**config.mk**
```make
export PLATFORM = sky130hd
export DESIGN_NAME = fahl_front
export DESIGN_NICKNAME = d
export VERILOG_FILES = /design/src/hdl/fahl_pkg.sv /design/src/hdl/fahl_front.sv
export SDC_FILE = /design/constraint.sdc
export NUM_CORES = 2
export LEC_CHECK = 0
export BUFFER_PORTS_ARGS = -buffer_cell sky130_fd_sc_hd__buf_2
export CELL_PAD_IN_SITES_DETAIL_PLACEMENT = 2
export CELL_PAD_IN_SITES_GLOBAL_PLACEMENT = 2
export CORE_ASPECT_RATIO = 1.25
export CORE_MARGIN = 4
export CORE_UTILIZATION = 42
export CTS_CLUSTER_SIZE = 28
export DETAILED_ROUTE_END_ITERATION = 8
export PLACE_DENSITY_LB_ADDON = 0.1
export SYNTH_ARGS = -nofsm -noshare
export SYNTH_HDL_FRONTEND = slang
export SYNTH_SLANG_ARGS = --single-unit
```
**constraint.sdc**
```tcl
create_clock -name clock -period 9.7 [get_ports clock]
set_input_delay 1.94 -clock clock [delete_from_list [all_inputs] [get_ports clock]]
set_output_delay 1.94 -clock clock [all_outputs]
set_load 0.005 [all_outputs]
```
**src/hdl/fahl_pkg.sv**
```systemverilog
// ----------------------------------------------------------------------------
// fahl_pkg
// shared constants, register indexes and types of the half-life unit
// ----------------------------------------------------------------------------
package fahl_pkg;

   // fixed-point formats and divider steps
   localparam int FRAC_BITS = 16;
   localparam int LOG_BITS  = 26;
   localparam int DIV_STEPS = 32;

   // register indexes
   localparam logic [2:0] CSR_GAIN     = 3'd0;
   localparam logic [2:0] CSR_OFFSET   = 3'd1;
   localparam logic [2:0] CSR_FPS      = 3'd2;
   localparam logic [2:0] CSR_SHORTEST = 3'd3;
   localparam logic [2:0] CSR_LONGEST  = 3'd4;

   // register reset values and the frame-rate floor
   localparam logic [23:0] GAIN_RESET     = 24'd65536;
   localparam logic [23:0] OFFSET_RESET   = 24'd0;
   localparam logic [31:0] FPS_RESET      = 32'd1966080;
   localparam logic [31:0] SHORTEST_RESET = 32'd6554;
   localparam logic [31:0] LONGEST_RESET  = 32'd3932160;
   localparam logic [31:0] MIN_FPS        = 32'd66;

   // control travelling with each word
   typedef struct packed {
      logic valid;
      logic sat;
   } fahl_ctl_type;

endpackage

```
**src/hdl/fahl_front.sv**
```systemverilog
// ----------------------------------------------------------------------------
// fahl_front
// scales the sample to alpha, clamps it and normalises 1-alpha for the log
// ----------------------------------------------------------------------------
module fahl_front (
   input  logic                  clock,
   input  logic                  reset,
   input  logic                  en,
   input  logic                  in_valid,
   input  logic signed [23:0]    sample,
   input  logic signed [23:0]    gain,
   input  logic signed [23:0]    offset,
   output fahl_pkg::fahl_ctl_type ctl_out,
   output logic [3:0]            msb_out,
   output logic [26:0]           x_out
);
   import fahl_pkg::*;

   logic signed [47:0] prod_ff;
   logic               v1_ff;
   fahl_ctl_type       ctl_ff;
   logic [3:0]         msb_ff;
   logic [26:0]        x_ff;

   logic signed [47:0] shifted;
   logic signed [33:0] alpha;
   logic               sat;
   logic [15:0]        r;
   logic [3:0]         msb;

   // stage one: product
   always_ff @(posedge clock) begin
      if (reset) begin
         v1_ff <= 1'b0;
      end else if (en) begin
         v1_ff <= in_valid;
      end
      if (en) begin
         prod_ff <= sample * gain;
      end
   end

   // alpha, clamp, leading one of 1-alpha
   always_comb begin
      shifted = prod_ff >>> FRAC_BITS;
      alpha   = shifted[33:0] + {{10{offset[23]}}, offset};
      sat     = alpha[33] || (alpha == 34'sd0);
      if (sat || (alpha >= 34'sd65535)) begin
         r = 16'd1;
      end else begin
         r = 16'(17'h10000 - {1'b0, alpha[15:0]});
      end
      msb = 4'd0;
      for (int i = 1; i < 16; i++) begin
         if (r[i]) begin
            msb = 4'(i);
         end
      end
   end

   // stage two: normalised mantissa
   always_ff @(posedge clock) begin
      if (reset) begin
         ctl_ff <= '0;
      end else if (en) begin
         ctl_ff <= '{valid: v1_ff, sat: sat};
      end
      if (en) begin
         msb_ff <= msb;
         x_ff   <= {11'd0, r} << (5'd26 - {1'b0, msb});
      end
   end

   assign ctl_out = ctl_ff;
   assign msb_out = msb_ff;
   assign x_out   = x_ff;
endmodule

```
==> reports/metrics.yaml <==
outcome:
  status: "completed"
floorplanning:
  die-area_sq_um: 67300
  die_y_um: 289
  initial_utilization_pct: 42.6
  io_pins: 109
  fp-row-count: 102
  fp.dieW_um: 233
  core_area_sq_um: 62300
route:
  drcViolationCount: 0
  drt_iter0_markers: 958
  drtAntennaViolNets: 0
  viasPerCell: 5.50
  drt-total-wl_um: 94400
  vias: 20797
  drtPass1Iterations: 6
  wl_per_cell_um: 25.0
yosys:
  synthArstFlopShare_pct: 0
  yosysTopAreaCellShare_pct: 45.8
  ys_types: 102
  avgSynthCellArea_sq_um: 9.17
  synth_area_leader_cell: "fa_1"
  ys_seq_area_share_pct: 7.36
  ys_warn_count: 0
  synth-seq-cells: 66
  synth_edf_count: 63
  synthTopCellsByArea: "fa_1 46%, inv_1 8.2%, ha_1 7.8%, edfxtp_1 7.1%, nand2_1 6.3%"
  ys.flop_type: "edfxtp_1"
  syn_inst: 2892
  netlist_area_sq_um: 26500
setup_path:
  cp_slowest_stage_delay_ns: 0.60
  start_kind: "primary input"
  crit_buf_inv: 8
  crit_arrival_ns: 9.38
  cp_top_family: "adder cells"
  crit_type: "primary input to flip-flop"
  cpMostUsedCell: "fa_1"
  critical-path-slowest-cell: "fa_1"
  cp_data_required_time_ns: 9.81
  cp-end-kind: "flip-flop"
  critPathMaxFanout: 15
sta:
  maxSlewViolCount: 0
  rsz0062_at_grt: "no"
  setup_viol: 0
  fin_crit_sh_pct: 95.6
  fmax_mhz: 108
  fin_skew_ns: 0.00556
  period_needed_ns: 9.27
  slew_headroom_pct: 34.4
  tightestPinTransition_ns: 0.985
  hold_viol_final: 0
final_layout:
  multi_input_comb_area_sq_um: 21900
  mostFrequentLayoutCells: "607 x fa_1, 580 x inv_1, 448 x nand2_1"
  fin_cells: 3781
  final_common_cell: "fa_1"
  seqCellArea_sq_um: 1950
  nets: 3790
  drive_gt1_share_pct: 7.97
  fill_cells: 6918
  area_growth_syn_to_layout_pct: 7.25
grt:
  grt_max_degree: 68
  antenna_found_initial: 6
  grt_pass1_wl_um: 147000
  gr-total-overflow: 0
  grt.total_usage_pct: 28.6
  grt_pass1_vias: 25135
clocking:
  cts_root_buffer: "clkbuf_16"
  cts_hold_buffers: 0
  cts_max_level: 3
  cts.sinks: 66
  cts_setup_buffers: 0
  clockBufferDepth: 2
  insertion_delay_ns: 0.36
  cts_tree: "yes"
  cts.clk_slew.worst_paths_ns: 0.06
  cts_buffers: 9
placed_design:
  dp.cells: 3763
  place.gp.congestion: 0.855
  io_buffers: 108
  hpwl_um: 80700
min_path:
  hold_class: "flip-flop to flip-flop"
job:
  drv_cap: 0
[stage by stage]
| step | setup slack [ns] | hold slack, ns | util, % | area, sq um | setup TNS, ns |
|---|---|---|---|---|---|
| 4_1_cts | 0.00820 | 0.512 | 45.6 | 28400 | 0 |
| 3_3_place_gp | -0.671 | 0.470 | 45.1 | 28100 | -3.32 |
| 3_5_place_dp | -0.794 | 0.499 | 45.1 | 28100 | -4.44 |
| 5_1_grt | 0.0315 | 0.524 | 45.7 | 28500 | 0 |
| 6_report | 0.429 | 0.506 | 45.7 | 28500 | 0 |
| 2_1_floorplan | 0.788 | 0.460 | - | 26500 | 0 |
[timing repair]
action | 4_1_cts | 5_1_grt
setup endpoints to repair | 6 | 4
gates resized for setup | 6 | 13
hold endpoints to repair | 0 | 0
[path summary, 6_finish.rpt]
check / from / end / slack, ns / depth (start not counted)
worst min register to register: ctl_out[0] / ctl_out[0] / 0.51 / 2
worst max register to register: prod_ff[16] / x_out[24] / 2.92 / 22
worst min-delay path: ctl_out[0] / ctl_out[0] / 0.51 / 2
worst max-delay path: gain[6] / prod_ff[46] / 0.43 / 29
[layout make-up]
class,count,share of cell area [%]
Multi-Input combinational cell,2108,76.9
Inverter,581,7.66
Sequential cell,66,6.86
Timing Repair Buffer,176,3.85
Tap cell,832,3.66
Clock buffer,11,0.818
Clock inverter,5,0.193
Antenna cell,2,0.0176
[worst register-to-register path, delay by kind of cell (launching register included)]
kind / cells / cell delay (ns)
AND/OR/NAND/NOR: 9 / 2.80
XOR/XNOR: 1 / 0.56
adder cells (fa/ha/maj): 3 / 1.12
flip-flops: 1 / 0.32
buffers and inverters: 2 / 0.32
AO/OA/AOI/OAI: 7 / 1.39
[kinds of logic (layout without fill, tap and decap cells)]
family	count (synthesis)	count (layout)	synth area share (%)
compound gates	327	327	8.53
xor+xnor	66	66	2.25
fa+ha+maj	772	772	53.6
buf+inv	721	773	10.3
flops	66	66	7.36
mux	29	29	1.29
other cells	1	6	0.0141
simple gates	910	910	16.7
[Yosys cell counts (4+ instances only)]
cell type and n:
or4_1 6, edfxtp_1 63, nand3_1 29, nand2b_1 36
a211o_1 7, and2_1 194, o21ai_1 5, o31ai_1 10
xnor2_1 48, nor4_1 12, fa_1 607, o22ai_1 11
o2bb2ai_1 4, o221ai_1 6, a2111oi_0 5, nor4b_1 4
a21boi_0 4, a31oi_1 6, o311ai_0 4, a21oi_1 78
clkbuf_1 130, mux2i_1 18, nand4_1 18, nor2b_1 7
or2_2 7, ha_1 165, buf_2 7, o32ai_1 4
o21a_1 15, o31a_1 4, or3_1 7, and3_1 11
nor3_1 32, xor2_1 17, mux2_2 7, nor2_1 68
nor3b_1 4, o21ai_0 59, o21bai_1 6, inv_1 580
nand2_1 448, a21o_1 25, o211ai_1 10, a211oi_1 18
and4_1 4
[state kept, by name (all words and copies together), names as in the netlist]
| signal | count |
|---|---|
| ctl_out | 2 |
| msb_out | 4 |
| prod_ff | 32 |
| v1_ff | 1 |
| x_out | 27 |
[metal layers]
metal	GRT usage, %	wire, um	share of wire, %
met5	0	11	0.012
met3	2.08	3130	3.3
met2	54.3	51200	54
met4	6.56	2340	2.5
met1	35.5	37800	40
Power is not shown: default switching activity piles up to over one toggle a cycle in this logic, so the estimate is an artifact.
